### config.mk
export PLATFORM = sky130hd
export DESIGN_NAME = partition_quorum_fsm_top_flat
export DESIGN_NICKNAME = d
export VERILOG_FILES = /design/src/design/pqf_pkg.sv /design/src/design/pqf_ifs.sv /design/src/design/pqf_ramp_mul.sv /design/src/design/pqf_core.sv /design/src/design/partition_quorum_fsm_top.sv /design/src/flat_wrapper.sv
export VERILOG_INCLUDE_DIRS = /design/src /design/src/design
export SDC_FILE = /design/constraint.sdc
export NUM_CORES = 2
export LEC_CHECK = 0
export BUFFER_PORTS_ARGS = -buffer_cell sky130_fd_sc_hd__buf_2
export CORE_UTILIZATION = 66
export CTS_BUF_LIST = sky130_fd_sc_hd__clkbuf_8
export DETAILED_ROUTE_END_ITERATION = 10
export PLACE_DENSITY = 0.84
export REMOVE_ABC_BUFFERS = 1
export SETUP_SLACK_MARGIN = 0.3
export SLEW_MARGIN = 15
export SYNTH_ARGS = -nofsm -noshare
export SYNTH_HDL_FRONTEND = slang
export SYNTH_SLANG_ARGS = --single-unit
### constraint.sdc
create_clock -name clk -period 10.12 [get_ports clk]
set_input_delay 2.024 -clock clk [delete_from_list [all_inputs] [get_ports clk]]
set_output_delay 2.024 -clock clk [all_outputs]
set_load 0.02 [all_outputs]
### src/design/partition_quorum_fsm_top_defines.svh
// Assertion helpers used by pqf_core.
// Both forms sample on clk and are switched off while arst_n is low.
`ifndef PARTITION_QUORUM_FSM_TOP_DEFINES_SVH
`define PARTITION_QUORUM_FSM_TOP_DEFINES_SVH

// Same-cycle implication
`define PQF_ASSERT(lbl, ante, cons, msg) \
	lbl: assert property (@(posedge clk) disable iff (!arst_n) (ante) |-> (cons)) \
		else $error(msg);

// Next-cycle implication
`define PQF_ASSERT_NEXT(lbl, ante, cons, msg) \
	lbl: assert property (@(posedge clk) disable iff (!arst_n) (ante) |=> (cons)) \
		else $error(msg);

`endif

### src/design/pqf_pkg.sv
package pqf_pkg;

	// Field widths
	localparam int TOTAL_W    = 11;
	localparam int EPOCH_W    = 32;
	localparam int TIME_W     = 64;
	localparam int FACTOR_W   = 17;
	localparam int CFG_DATA_W = 32;
	localparam int CFG_IDX_W  = 2;

	// Ramp arithmetic: elapsed times past RAMP_SAT_US always saturate, so the
	// multiplier only sees the low ELAPSED_W bits.
	localparam int ELAPSED_W   = 36;
	localparam int PROD_W      = FACTOR_W + ELAPSED_W;
	localparam int HALF_W      = 18;
	localparam int RECIP_W     = 37;
	localparam int PART_W      = HALF_W + RECIP_W;
	localparam int ACC_W       = PART_W + HALF_W;
	localparam int RECIP_SHIFT = 56;

	localparam logic [FACTOR_W-1:0]  FIXED_ONE     = 17'd65536;
	localparam logic [TOTAL_W-1:0]   MAX_MODULES   = 11'd1024;
	localparam logic [TIME_W-1:0]    RAMP_SAT_US   = 64'd65536000000;
	localparam logic [PROD_W-1:0]    RAMP_SAT_PROD = 53'd65536000000;
	// ceil(2^56 / 1e6): exact quotient by one million for 36-bit dividends
	localparam logic [RECIP_W-1:0]   RECIP_M       = 37'd72057594038;

	// Reset values of the registers
	localparam logic [TOTAL_W-1:0]    RST_TOTAL    = 11'd16;
	localparam logic [31:0]           RST_CONFIRM  = 32'd500000;
	localparam logic [31:0]           RST_RECOVERY = 32'd30000000;
	localparam logic [FACTOR_W-1:0]   RST_RATE     = 17'd6554;
	localparam logic [EPOCH_W-1:0]    RST_EPOCH    = 32'd1;

	typedef enum logic [2:0] {
		MODE_HEALTHY = 3'd0,
		MODE_SUSPECT = 3'd1,
		MODE_MAJOR   = 3'd2,
		MODE_MINOR   = 3'd3,
		MODE_RECON   = 3'd4
	} mode_t;

	typedef enum logic [1:0] {
		REQ_TICK    = 2'd0,
		REQ_VISIBLE = 2'd1,
		REQ_EPOCH   = 2'd2,
		REQ_SYNC    = 2'd3
	} req_kind_t;

	typedef enum logic [CFG_IDX_W-1:0] {
		CFG_TOTAL     = 2'd0,
		CFG_CONFIRM   = 2'd1,
		CFG_RECOVERY  = 2'd2,
		CFG_RAMP_RATE = 2'd3
	} cfg_idx_t;

	typedef struct packed {
		logic [TOTAL_W-1:0]  total;
		logic [31:0]         confirm_us;
		logic [31:0]         recovery_us;
		logic [FACTOR_W-1:0] rate;
	} cfg_t;

	// Re-initialization strobe from a cluster size write
	typedef struct packed {
		logic               valid;
		logic [TOTAL_W-1:0] total;
	} init_t;

	typedef struct packed {
		logic                 start;
		logic                 clear;
		logic [FACTOR_W-1:0]  rate;
		logic [ELAPSED_W-1:0] elapsed;
	} mul_req_t;

	typedef struct packed {
		logic                busy;
		logic                done;
		logic [FACTOR_W-1:0] inc;
	} mul_rsp_t;

endpackage

### src/design/pqf_ifs.sv
// Event request channel
interface pqf_evt_if;
	logic        valid;
	logic        ready;
	logic [1:0]  req_type;
	logic [63:0] now_us;
	logic [10:0] visible;
	logic [31:0] peer_epoch;

	modport source (output valid, req_type, now_us, visible, peer_epoch, input ready);
	modport sink (input valid, req_type, now_us, visible, peer_epoch, output ready);
endinterface

// Status result channel
interface pqf_stat_if;
	logic        valid;
	logic        ready;
	logic [2:0]  mode;
	logic [31:0] epoch;
	logic [16:0] power_factor;
	logic        can_vote;
	logic        can_elect;
	logic        freeze;

	modport source (output valid, mode, epoch, power_factor, can_vote, can_elect, freeze,
		input ready);
	modport sink (input valid, mode, epoch, power_factor, can_vote, can_elect, freeze,
		output ready);
endinterface

### src/design/pqf_ramp_mul.sv
// Ramp increment: min(rate * elapsed / 1e6, one), through operand, product, partial-product and result registers.
module pqf_ramp_mul import pqf_pkg::*; (
	input  logic     clk,
	input  logic     arst_n,
	input  mul_req_t req,
	output mul_rsp_t rsp
);

	logic                 v_s1, v_s2, v_s3, done_q;
	logic [FACTOR_W-1:0]  rate_s1;
	logic [ELAPSED_W-1:0] elapsed_s1;
	logic [PROD_W-1:0]    prod_s2;
	logic                 sat_s3;
	logic [PART_W-1:0]    lo_s3, hi_s3;
	logic [ACC_W-1:0]     acc;
	logic [FACTOR_W-1:0]  inc_q;

	// Stage valids; the result flag stays up until the core takes it
	always_ff @(posedge clk or negedge arst_n) begin
		if (!arst_n) begin
			v_s1   <= 1'b0;
			v_s2   <= 1'b0;
			v_s3   <= 1'b0;
			done_q <= 1'b0;
		end else begin
			v_s1 <= req.start;
			v_s2 <= v_s1;
			v_s3 <= v_s2;
			if (v_s3) begin
				done_q <= 1'b1;
			end else if (req.clear) begin
				done_q <= 1'b0;
			end
		end
	end

	// Partial products recombined: quotient is the top bits of prod * RECIP_M
	assign acc = {hi_s3, {HALF_W{1'b0}}} + {{HALF_W{1'b0}}, lo_s3};

	always_ff @(posedge clk) begin
		if (req.start) begin
			rate_s1    <= req.rate;
			elapsed_s1 <= req.elapsed;
		end
		if (v_s1) begin
			prod_s2 <= PROD_W'(rate_s1) * PROD_W'(elapsed_s1);
		end
		if (v_s2) begin
			sat_s3 <= (prod_s2 >= RAMP_SAT_PROD);
			lo_s3  <= PART_W'(prod_s2[HALF_W-1:0]) * PART_W'(RECIP_M);
			hi_s3  <= PART_W'(prod_s2[2*HALF_W-1:HALF_W]) * PART_W'(RECIP_M);
		end
		if (v_s3) begin
			inc_q <= sat_s3 ? FIXED_ONE : acc[RECIP_SHIFT+FACTOR_W-1:RECIP_SHIFT];
		end
	end

	assign rsp.busy = v_s1 | v_s2 | v_s3;
	assign rsp.done = done_q;
	assign rsp.inc  = inc_q;

endmodule

### src/design/pqf_core.sv
`include "partition_quorum_fsm_top_defines.svh"

// Input register, mode state, next-state logic and result register.
module pqf_core import pqf_pkg::*; (
	input  logic clk,
	input  logic arst_n,
	input  cfg_t cfg,
	input  init_t init,
	pqf_evt_if.sink    evt,
	pqf_stat_if.source stat
);

	// Input register
	logic                valid_s1;
	logic [1:0]          req_type_s1;
	logic [TIME_W-1:0]   now_s1;
	logic [TOTAL_W-1:0]  visible_s1;
	logic [EPOCH_W-1:0]  repoch_s1;

	// Monitor state
	mode_t               mode_q;
	logic [EPOCH_W-1:0]  epoch_q, max_epoch_q;
	logic [TOTAL_W-1:0]  visible_q;
	logic [TIME_W-1:0]   entered_q, last_tick_q;
	logic [FACTOR_W-1:0] ramp_q;
	logic                sync_q;

	// Result register
	logic                res_valid_q;
	logic [2:0]          res_mode_q;
	logic [EPOCH_W-1:0]  res_epoch_q;
	logic [FACTOR_W-1:0] res_power_q;
	logic                res_vote_q, res_elect_q, res_freeze_q;

	// Next state
	mode_t               mode_nxt, tgt;
	logic [EPOCH_W-1:0]  epoch_nxt, max_epoch_nxt;
	logic [TOTAL_W-1:0]  visible_nxt;
	logic [TIME_W-1:0]   entered_nxt, last_tick_nxt;
	logic [FACTOR_W-1:0] ramp_nxt, ramp_adv, power;
	logic                sync_nxt;

	logic [TIME_W-1:0]   elapsed, in_state;
	logic [TOTAL_W-1:0]  quorum;
	logic [FACTOR_W:0]   ramp_sum;
	logic                out_free, ramp_live, rate_nz, elapsed_big, slow, done, timeout;

	mul_req_t            mul_req;
	mul_rsp_t            mul_rsp;

	pqf_ramp_mul u_mul (
		.clk    (clk),
		.arst_n (arst_n),
		.req    (mul_req),
		.rsp    (mul_rsp)
	);

	// Handshake and ramp-unit control
	assign out_free    = !res_valid_q || stat.ready;
	assign elapsed     = now_s1 - last_tick_q;
	assign in_state    = now_s1 - entered_q;
	assign quorum      = (cfg.total >> 1) + TOTAL_W'(1);
	assign ramp_live   = (ramp_q < FIXED_ONE);
	assign rate_nz     = (cfg.rate != '0);
	assign elapsed_big = (elapsed >= RAMP_SAT_US);
	assign slow        = valid_s1 && (req_type_s1 == REQ_TICK) && (mode_q == MODE_RECON) &&
		ramp_live && rate_nz && !elapsed_big;
	assign done        = valid_s1 && out_free && (!slow || mul_rsp.done);
	assign evt.ready   = !valid_s1 || done;

	assign mul_req.start   = slow && !mul_rsp.busy && !mul_rsp.done;
	assign mul_req.clear   = done && slow;
	assign mul_req.rate    = cfg.rate;
	assign mul_req.elapsed = elapsed[ELAPSED_W-1:0];

	// Ramp advance for a reconciling tick
	assign ramp_sum = {1'b0, ramp_q} + {1'b0, mul_rsp.inc};
	always_comb begin
		if (!ramp_live) begin
			ramp_adv = FIXED_ONE;
		end else if (!rate_nz) begin
			ramp_adv = ramp_q;
		end else if (elapsed_big || ramp_sum > {1'b0, FIXED_ONE}) begin
			ramp_adv = FIXED_ONE;
		end else begin
			ramp_adv = ramp_sum[FACTOR_W-1:0];
		end
	end

	assign timeout = (in_state >= {32'd0, cfg.recovery_us});

	// Next state for the item in the input register
	always_comb begin
		tgt           = mode_q;
		mode_nxt      = mode_q;
		epoch_nxt     = epoch_q;
		max_epoch_nxt = max_epoch_q;
		visible_nxt   = visible_q;
		entered_nxt   = entered_q;
		last_tick_nxt = last_tick_q;
		ramp_nxt      = ramp_q;
		sync_nxt      = sync_q;
		case (req_type_s1)
			REQ_TICK: begin
				last_tick_nxt = now_s1;
				case (mode_q)
					MODE_HEALTHY: begin
						if (visible_q < quorum) tgt = MODE_SUSPECT;
					end
					MODE_SUSPECT: begin
						if (in_state >= {32'd0, cfg.confirm_us}) begin
							tgt = (visible_q >= quorum) ? MODE_MAJOR : MODE_MINOR;
						end else if (visible_q >= quorum) begin
							tgt = MODE_HEALTHY;
						end
					end
					MODE_MAJOR: begin
						if (visible_q >= cfg.total) begin
							tgt = MODE_HEALTHY;
						end else if (visible_q < quorum) begin
							tgt = MODE_SUSPECT;
						end
					end
					MODE_MINOR: begin
						if (max_epoch_q > epoch_q) tgt = MODE_RECON;
					end
					MODE_RECON: begin
						ramp_nxt = ramp_adv;
						// sync done with full power, or recovery limit reached
						if ((sync_q && ramp_adv == FIXED_ONE) || timeout) begin
							if (max_epoch_q > epoch_q) epoch_nxt = max_epoch_q;
							tgt = MODE_HEALTHY;
						end
						if (timeout) sync_nxt = 1'b1;
					end
					default: begin
					end
				endcase
				// Mode entry actions
				if (tgt != mode_q) begin
					mode_nxt    = tgt;
					entered_nxt = now_s1;
					case (tgt)
						MODE_HEALTHY: ramp_nxt = FIXED_ONE;
						MODE_MAJOR: begin
							epoch_nxt = epoch_q + EPOCH_W'(1);
							ramp_nxt  = FIXED_ONE;
						end
						MODE_MINOR: ramp_nxt = '0;
						MODE_RECON: begin
							ramp_nxt = '0;
							sync_nxt = 1'b0;
						end
						default: begin
						end
					endcase
				end
			end
			REQ_VISIBLE: visible_nxt = visible_s1;
			REQ_EPOCH: begin
				if (repoch_s1 > max_epoch_q) max_epoch_nxt = repoch_s1;
			end
			REQ_SYNC: begin
				if (mode_q == MODE_RECON) sync_nxt = 1'b1;
			end
			default: begin
			end
		endcase
	end

	// Power reported for the mode after the event
	always_comb begin
		case (mode_nxt)
			MODE_MINOR: power = '0;
			MODE_RECON: power = ramp_nxt;
			default:    power = FIXED_ONE;
		endcase
	end

	// Input register control
	always_ff @(posedge clk or negedge arst_n) begin
		if (!arst_n) begin
			valid_s1 <= 1'b0;
		end else if (evt.ready) begin
			valid_s1 <= evt.valid;
		end
	end

	always_ff @(posedge clk) begin
		if (evt.valid && evt.ready) begin
			req_type_s1 <= evt.req_type;
			now_s1      <= evt.now_us;
			visible_s1  <= evt.visible;
			repoch_s1   <= evt.peer_epoch;
		end
	end

	// Monitor state; a cluster size write re-initializes it
	always_ff @(posedge clk or negedge arst_n) begin
		if (!arst_n) begin
			mode_q      <= MODE_HEALTHY;
			epoch_q     <= RST_EPOCH;
			max_epoch_q <= RST_EPOCH;
			visible_q   <= RST_TOTAL;
			entered_q   <= '0;
			last_tick_q <= '0;
			ramp_q      <= FIXED_ONE;
			sync_q      <= 1'b0;
		end else if (init.valid) begin
			mode_q      <= MODE_HEALTHY;
			epoch_q     <= RST_EPOCH;
			max_epoch_q <= RST_EPOCH;
			visible_q   <= init.total;
			entered_q   <= '0;
			last_tick_q <= '0;
			ramp_q      <= FIXED_ONE;
			sync_q      <= 1'b0;
		end else if (done) begin
			mode_q      <= mode_nxt;
			epoch_q     <= epoch_nxt;
			max_epoch_q <= max_epoch_nxt;
			visible_q   <= visible_nxt;
			entered_q   <= entered_nxt;
			last_tick_q <= last_tick_nxt;
			ramp_q      <= ramp_nxt;
			sync_q      <= sync_nxt;
		end
	end

	// Result register
	always_ff @(posedge clk or negedge arst_n) begin
		if (!arst_n) begin
			res_valid_q <= 1'b0;
		end else if (done) begin
			res_valid_q <= 1'b1;
		end else if (stat.ready) begin
			res_valid_q <= 1'b0;
		end
	end

	always_ff @(posedge clk) begin
		if (done) begin
			res_mode_q   <= mode_nxt;
			res_epoch_q  <= epoch_nxt;
			res_power_q  <= power;
			res_vote_q   <= (mode_nxt == MODE_HEALTHY) || (mode_nxt == MODE_SUSPECT) ||
				(mode_nxt == MODE_MAJOR);
			res_elect_q  <= (mode_nxt == MODE_HEALTHY) || (mode_nxt == MODE_MAJOR);
			res_freeze_q <= (mode_nxt == MODE_MINOR);
		end
	end

	assign stat.valid        = res_valid_q;
	assign stat.mode         = res_mode_q;
	assign stat.epoch        = res_epoch_q;
	assign stat.power_factor = res_power_q;
	assign stat.can_vote     = res_vote_q;
	assign stat.can_elect    = res_elect_q;
	assign stat.freeze       = res_freeze_q;

	// Power follows the mode; the ramp never passes one
	`PQF_ASSERT(a_minor_zero, mode_q == MODE_MINOR, ramp_q == '0, "ramp not zero in minority")
	`PQF_ASSERT(a_full_power, mode_q < MODE_MINOR, ramp_q == FIXED_ONE, "ramp not one at full power")
	`PQF_ASSERT(a_ramp_cap, 1'b1, ramp_q <= FIXED_ONE, "ramp above one")
	// A ramp result is held until the waiting tick completes
	`PQF_ASSERT_NEXT(a_mul_hold, mul_rsp.done && !mul_req.clear, mul_rsp.done, "ramp result lost")
	`PQF_ASSERT(a_slow_stall, slow && !mul_rsp.done, !evt.ready, "request taken during ramp math")

endmodule

### src/design/partition_quorum_fsm_top.sv
// Quorum partition monitor.
// Requests arrive on evt (valid/ready): a tick with now_us, a visible-module
// count, a remote epoch, or a sync notice, chosen by req_type. Every request
// yields one status on stat (valid/ready): mode, local epoch, unsigned Q1.16 power
// factor and the vote/elect/freeze flags after that request.
// Registers are written through cfg_we/cfg_index/cfg_data; the user must
// write them only while no request is in flight, which the block does not
// enforce. Writing a nonzero cluster size re-initializes the state.
// Throughput is one request per cycle while stat is taken; a tick in
// reconciling that advances a partial ramp holds the input while the
// ramp unit forms rate * elapsed / 1e6 (operand, product, two partial
// products against a reciprocal, recombine).
// A stalled stat.ready keeps one finished status and one accepted request;
// evt.ready then drops until the status is taken.
// arst_n clears everything to healthy, epoch one, full power, and loads the
// register reset values (16 modules, 0.5 s confirm, 30 s recovery).
module partition_quorum_fsm_top import pqf_pkg::*; (
	input  logic                  clk,
	input  logic                  arst_n,
	input  logic                  cfg_we,
	input  logic [CFG_IDX_W-1:0]  cfg_index,
	input  logic [CFG_DATA_W-1:0] cfg_data,
	pqf_evt_if.sink               evt,
	pqf_stat_if.source            stat
);

	cfg_t               cfg_q;
	init_t              init;
	logic [TOTAL_W-1:0] wr_total, wr_clamped;

	// Cluster size write: zero is ignored, oversize saturates
	assign wr_total   = cfg_data[TOTAL_W-1:0];
	assign wr_clamped = (wr_total > MAX_MODULES) ? MAX_MODULES : wr_total;
	assign init.valid = cfg_we && (cfg_index == CFG_TOTAL) && (wr_total != '0);
	assign init.total = wr_clamped;

	// Configuration registers
	always_ff @(posedge clk or negedge arst_n) begin
		if (!arst_n) begin
			cfg_q.total       <= RST_TOTAL;
			cfg_q.confirm_us  <= RST_CONFIRM;
			cfg_q.recovery_us <= RST_RECOVERY;
			cfg_q.rate        <= RST_RATE;
		end else if (cfg_we) begin
			case (cfg_idx_t'(cfg_index))
				CFG_TOTAL: begin
					if (init.valid) cfg_q.total <= wr_clamped;
				end
				CFG_CONFIRM:   cfg_q.confirm_us  <= cfg_data;
				CFG_RECOVERY:  cfg_q.recovery_us <= cfg_data;
				CFG_RAMP_RATE: cfg_q.rate        <= cfg_data[FACTOR_W-1:0];
				default: begin
				end
			endcase
		end
	end

	pqf_core u_core (
		.clk    (clk),
		.arst_n (arst_n),
		.cfg    (cfg_q),
		.init   (init),
		.evt    (evt),
		.stat   (stat)
	);

endmodule
### src/flat_wrapper.sv
// flat-port wrapper written by rule: the top's interface ports become plain ports
module partition_quorum_fsm_top_flat import pqf_pkg::*;
  (clk, arst_n, cfg_we, cfg_index, cfg_data, evt_valid, evt_req_type, evt_now_us, evt_visible, evt_peer_epoch, evt_ready, stat_valid, stat_mode, stat_epoch, stat_power_factor, stat_can_vote, stat_can_elect, stat_freeze, stat_ready);
  pqf_evt_if evt_i ();
  pqf_stat_if stat_i ();
  input  logic clk;
  input  logic arst_n;
  input  logic cfg_we;
  input  logic [CFG_IDX_W-1:0] cfg_index;
  input  logic [CFG_DATA_W-1:0] cfg_data;
  input wire logic [$bits(evt_i.valid)-1:0] evt_valid;
  input wire logic [$bits(evt_i.req_type)-1:0] evt_req_type;
  input wire logic [$bits(evt_i.now_us)-1:0] evt_now_us;
  input wire logic [$bits(evt_i.visible)-1:0] evt_visible;
  input wire logic [$bits(evt_i.peer_epoch)-1:0] evt_peer_epoch;
  output wire logic [$bits(evt_i.ready)-1:0] evt_ready;
  output wire logic [$bits(stat_i.valid)-1:0] stat_valid;
  output wire logic [$bits(stat_i.mode)-1:0] stat_mode;
  output wire logic [$bits(stat_i.epoch)-1:0] stat_epoch;
  output wire logic [$bits(stat_i.power_factor)-1:0] stat_power_factor;
  output wire logic [$bits(stat_i.can_vote)-1:0] stat_can_vote;
  output wire logic [$bits(stat_i.can_elect)-1:0] stat_can_elect;
  output wire logic [$bits(stat_i.freeze)-1:0] stat_freeze;
  input wire logic [$bits(stat_i.ready)-1:0] stat_ready;
  assign evt_i.valid = evt_valid;
  assign evt_i.req_type = evt_req_type;
  assign evt_i.now_us = evt_now_us;
  assign evt_i.visible = evt_visible;
  assign evt_i.peer_epoch = evt_peer_epoch;
  assign evt_ready = evt_i.ready;
  assign stat_valid = stat_i.valid;
  assign stat_mode = stat_i.mode;
  assign stat_epoch = stat_i.epoch;
  assign stat_power_factor = stat_i.power_factor;
  assign stat_can_vote = stat_i.can_vote;
  assign stat_can_elect = stat_i.can_elect;
  assign stat_freeze = stat_i.freeze;
  assign stat_i.ready = stat_ready;
  partition_quorum_fsm_top u_core (.clk(clk), .arst_n(arst_n), .cfg_we(cfg_we), .cfg_index(cfg_index), .cfg_data(cfg_data), .evt(evt_i), .stat(stat_i));
endmodule
==> flow_metrics.py <==
metrics = {
    "yosys": {
        "synth-seq-cells": 700,
        "ys.warnings.count": 0,
        "synthTopCellsByCount": "inv_1 (1510), fa_1 (926), ha_1 (876)",
        "syn-instance-count": 8192,
        "synth_top_cells_by_area": "fa_1 (23%), edfxtp_1 (14%), ha_1 (14%)",
        "yosysTopAreaCell": "fa_1",
        "synth.distinct_cells": 109,
        "synth_edf_count": 378,
        "synth.most_common_cell": "inv_1",
        "yosys.area.top_type_share_pct": 23.5,
        "synthArstFlopShare_pct": 46.0,
        "syn_area_per_cell_um2": 9.64,
        "yosysSeqAreaShare_pct": 24.6,
        "synth_ff_type": "edfxtp_1",
        "syn_area_um2": 79000,
    },
    "sta": {
        "fmax_ghz": 0.114,
        "skew_ps": 86.9,
        "drv_slew": 0,
        "layout_setup_ws_ps": 1320,
        "maxSlewHeadroom_pct": 18.1,
        "rsz0062_at_grt": "false",
        "finalSetupViolCount": 0,
        "period_needed_ps": 8800,
        "hold_viol_final": 0,
        "tightest_slew_ps": 1200,
        "fin_crit_sh_pct": 86.9,
        "hold_ws_ps": 485,
    },
    "drt": {
        "avgRoutedWirePerCell_um": 21.8,
        "vias": 61000,
        "met1_length_mm": 83.0,
        "wl_met2_mm": 103,
        "met3_length_mm": 16.9,
        "ant_nets": 0,
        "wirelength_mm": 218,
        "drt-initial-drc-count": 5389,
        "drc_errors": 0,
        "top_layer_used": "met5",
        "firstDrtPassIters": 9,
        "via_per_inst": 6.11,
    },
    "layout": {
        "multi_input_area_um2": 52700,
        "syn_to_final_growth_pct": 6.42,
        "nets": 10200,
        "seqCellArea_um2": 19400,
        "fill_cells": 8734,
        "drive_gt1_share_pct": 7.71,
    },
    "critical_path": {
        "critPathMostFrequentCell": "fa_1",
        "crit_path_end_kind": "flop",
        "timing.rr.start": "u_core.u_core.u_mul.rate_s1[2]",
        "crit_arrival_ps": 9360,
        "required_ps": 10690,
        "crit_path_top_delay_cell": "edfxtp_1",
        "slowest_delay_ps": 1070,
        "cp_max_fo": 24,
        "startpoint_type": "flop",
        "regToRegSetupSlack_ps": 1320,
        "r2r_cells": 28,
        "rr_endpoint": "u_core.u_core.u_mul.prod_s2[52]",
        "setup.worst_path.class": "reg -> reg",
    },
    "min_path": {
        "holdCritPathClass": "reg -> reg",
        "hold_path_depth": 0,
        "hp-start": "u_core.cfg_q[0]",
        "hold-path-endpoint": "u_core.u_core.u_mul.rate_s1[0]",
    },
    "clock_tree": {
        "hold_buffers": 0,
        "post_cts_buffers": 0,
        "tritoncts": "done",
        "cts_resized": 0,
        "h-tree-depth": 3,
        "cts_buffers": 120,
        "clock_path_buffers": 3,
        "clock_latency_ps": 900,
        "cts_root_buf": "clkbuf_8",
        "clk_pin_slew_ps": 60,
        "clock_sinks": 700,
    },
    "floorplan": {
        "start_util_pct": 66.7,
        "rows": 126,
        "ios": 205,
        "core_um2": 118000,
        "die_h_um": 348,
        "fp.dieW_um": 348,
        "dieArea_um2": 121000,
    },
    "run_status": {
        "outcome": "complete, no violations",
    },
    "placement": {
        "port_buffers": 204,
        "dp_hpwl_mm": 172,
        "place_congestion": 1.02,
        "pre_cts_ws_ps": 1640,
    },
    "grt": {
        "grt_max_degree": 168,
        "grt_use_total_pct": 36.7,
        "grt_overflow": 0,
        "antenna_found_initial": 5,
        "grt_pass1_vias": 64700,
        "grt_pass1_wl_mm": 347,
    },
    "power": {
        "leakagePower_nw": 40.1,
        "ir_drop_mv": 0.141,
        "p_per_area_nw_per_um2": 115,
    },
    "job": {
        "maxCapViolCount": 0,
    },
}
## how the worst max path moves through the flow
| stage | start | endpoint | cells after the start |
|---|---|---|---|
| floorplan | u_core.u_core.now_s1[0] | u_core.u_core.entered_q[0] | 18 |
| global placement | u_core.u_core.u_mul.rate_s1[2] | u_core.u_core.u_mul.prod_s2[52] | 28 |
| detailed placement | u_core.u_core.u_mul.rate_s1[2] | u_core.u_core.u_mul.prod_s2[52] | 28 |
| CTS | u_core.u_core.now_s1[0] | evt_ready | 18 |
| global route | u_core.u_core.now_s1[0] | evt_ready | 18 |
| finish | u_core.u_core.u_mul.rate_s1[2] | u_core.u_core.u_mul.prod_s2[52] | 28 |
## sequential cells by signal (all words and copies together) (netlist names), 2 cells and up
name and cells:
u_core.u_core.u_mul.hi_s3 54, u_core.u_core.stat.power_factor 17, u_core.u_core.ramp_q 17, u_core.u_core.u_mul.rate_s1 17, u_core.u_core.u_mul.lo_s3 36, u_core.u_core.epoch_q 32
u_core.u_core.req_type_s1 2, u_core.u_core.repoch_s1 32, u_core.u_core.now_s1 64, u_core.u_core.entered_q 64, u_core.u_core.mode_q 3, u_core.u_core.u_mul.prod_s2 53
u_core.cfg_q 92, u_core.u_core.last_tick_q 64, u_core.u_core.u_mul.inc_q 17, u_core.u_core.visible_q 11, u_core.u_core.max_epoch_q 32, u_core.u_core.stat.mode 3
u_core.u_core.u_mul.elapsed_s1 36, u_core.u_core.visible_s1 11, u_core.u_core.stat.epoch 32
## cells by family after synthesis
family	share of synthesized area, %
XOR/XNOR	2.58
AO/OA/AOI/OAI	11.8
buffers and inverters	8.68
adder cells (fa/ha/maj)	37.4
AND/OR/NAND/NOR	12.4
flip-flops	24.6
multiplexers	2.54
## placed cells by master (no fill, tap or decap), types with 106 or more instances in the layout
cell type / Yosys / layout
ha_1: 876 / 876
edfxtp_1: 378 / 378
nand2_1: 857 / 857
a21o_1: 171 / 171
mux2i_1: 106 / 106
a21oi_1: 404 / 403
inv_1: 1510 / 1541
xnor2_1: 157 / 157
o21ai_0: 252 / 251
nor2_1: 359 / 358
and2_1: 202 / 201
dfrtp_1: 293 / 291
nand3_1: 107 / 106
fa_1: 926 / 926
buf_2: 14 / 203
clkbuf_8: 0 / 142
## critical path: cells and delay by family, from the launching register on
family / cells / cell delay, ps
simple gates: 3 / 350
buf+inv: 6 / 630
fa+ha+maj: 7 / 3390
compound gates: 11 / 2940
xor+xnor: 1 / 80
flops: 1 / 1070
## final cells by class
type,instances,share of cell area (%)
Inverter,1512,6.76
Multi-Input combinational cell,5691,62.8
Tap cell,1600,2.38
Antenna cell,8,0.0238
Timing Repair Buffer,250,1.67
Sequential cell,700,23.1
Clock inverter,87,0.923
Clock buffer,142,2.33
## stage by stage
step	TNS (ps)	area, um2	instances	total power [mW]	utilization (%)
detailed placement	0	81300	9753	6.69	68.6
CTS	0	84000	9982	9.63	70.9
global placement	0	81300	9753	6.59	68.6
finish	0	84000	9990	9.66	71.0
global route	0	84000	9988	10.1	71.0
floorplan	-131040	77800	7903	5.77	-
## power breakdown
part           leakage (nW)  switching [mW]  total [mW]  internal, mW
clock network          1.50            1.32        2.93          1.60
registers              7.61           0.229        3.55          3.32
logic                  31.0            1.97        3.18          1.22
total                  40.1            3.52        9.66          6.14
## per-layer routing
| metal | vias to the layer above | global-route usage (%) |
|---|---|---|
| met4 | 4 | 22.3 |
| li1 | 27400 | - |
| met2 | 2905 | 60.8 |
| met3 | 755 | 6.29 |
| met1 | 30000 | 44.9 |
| met5 | - | 0 |
Power figures use the tool's default switching activity.
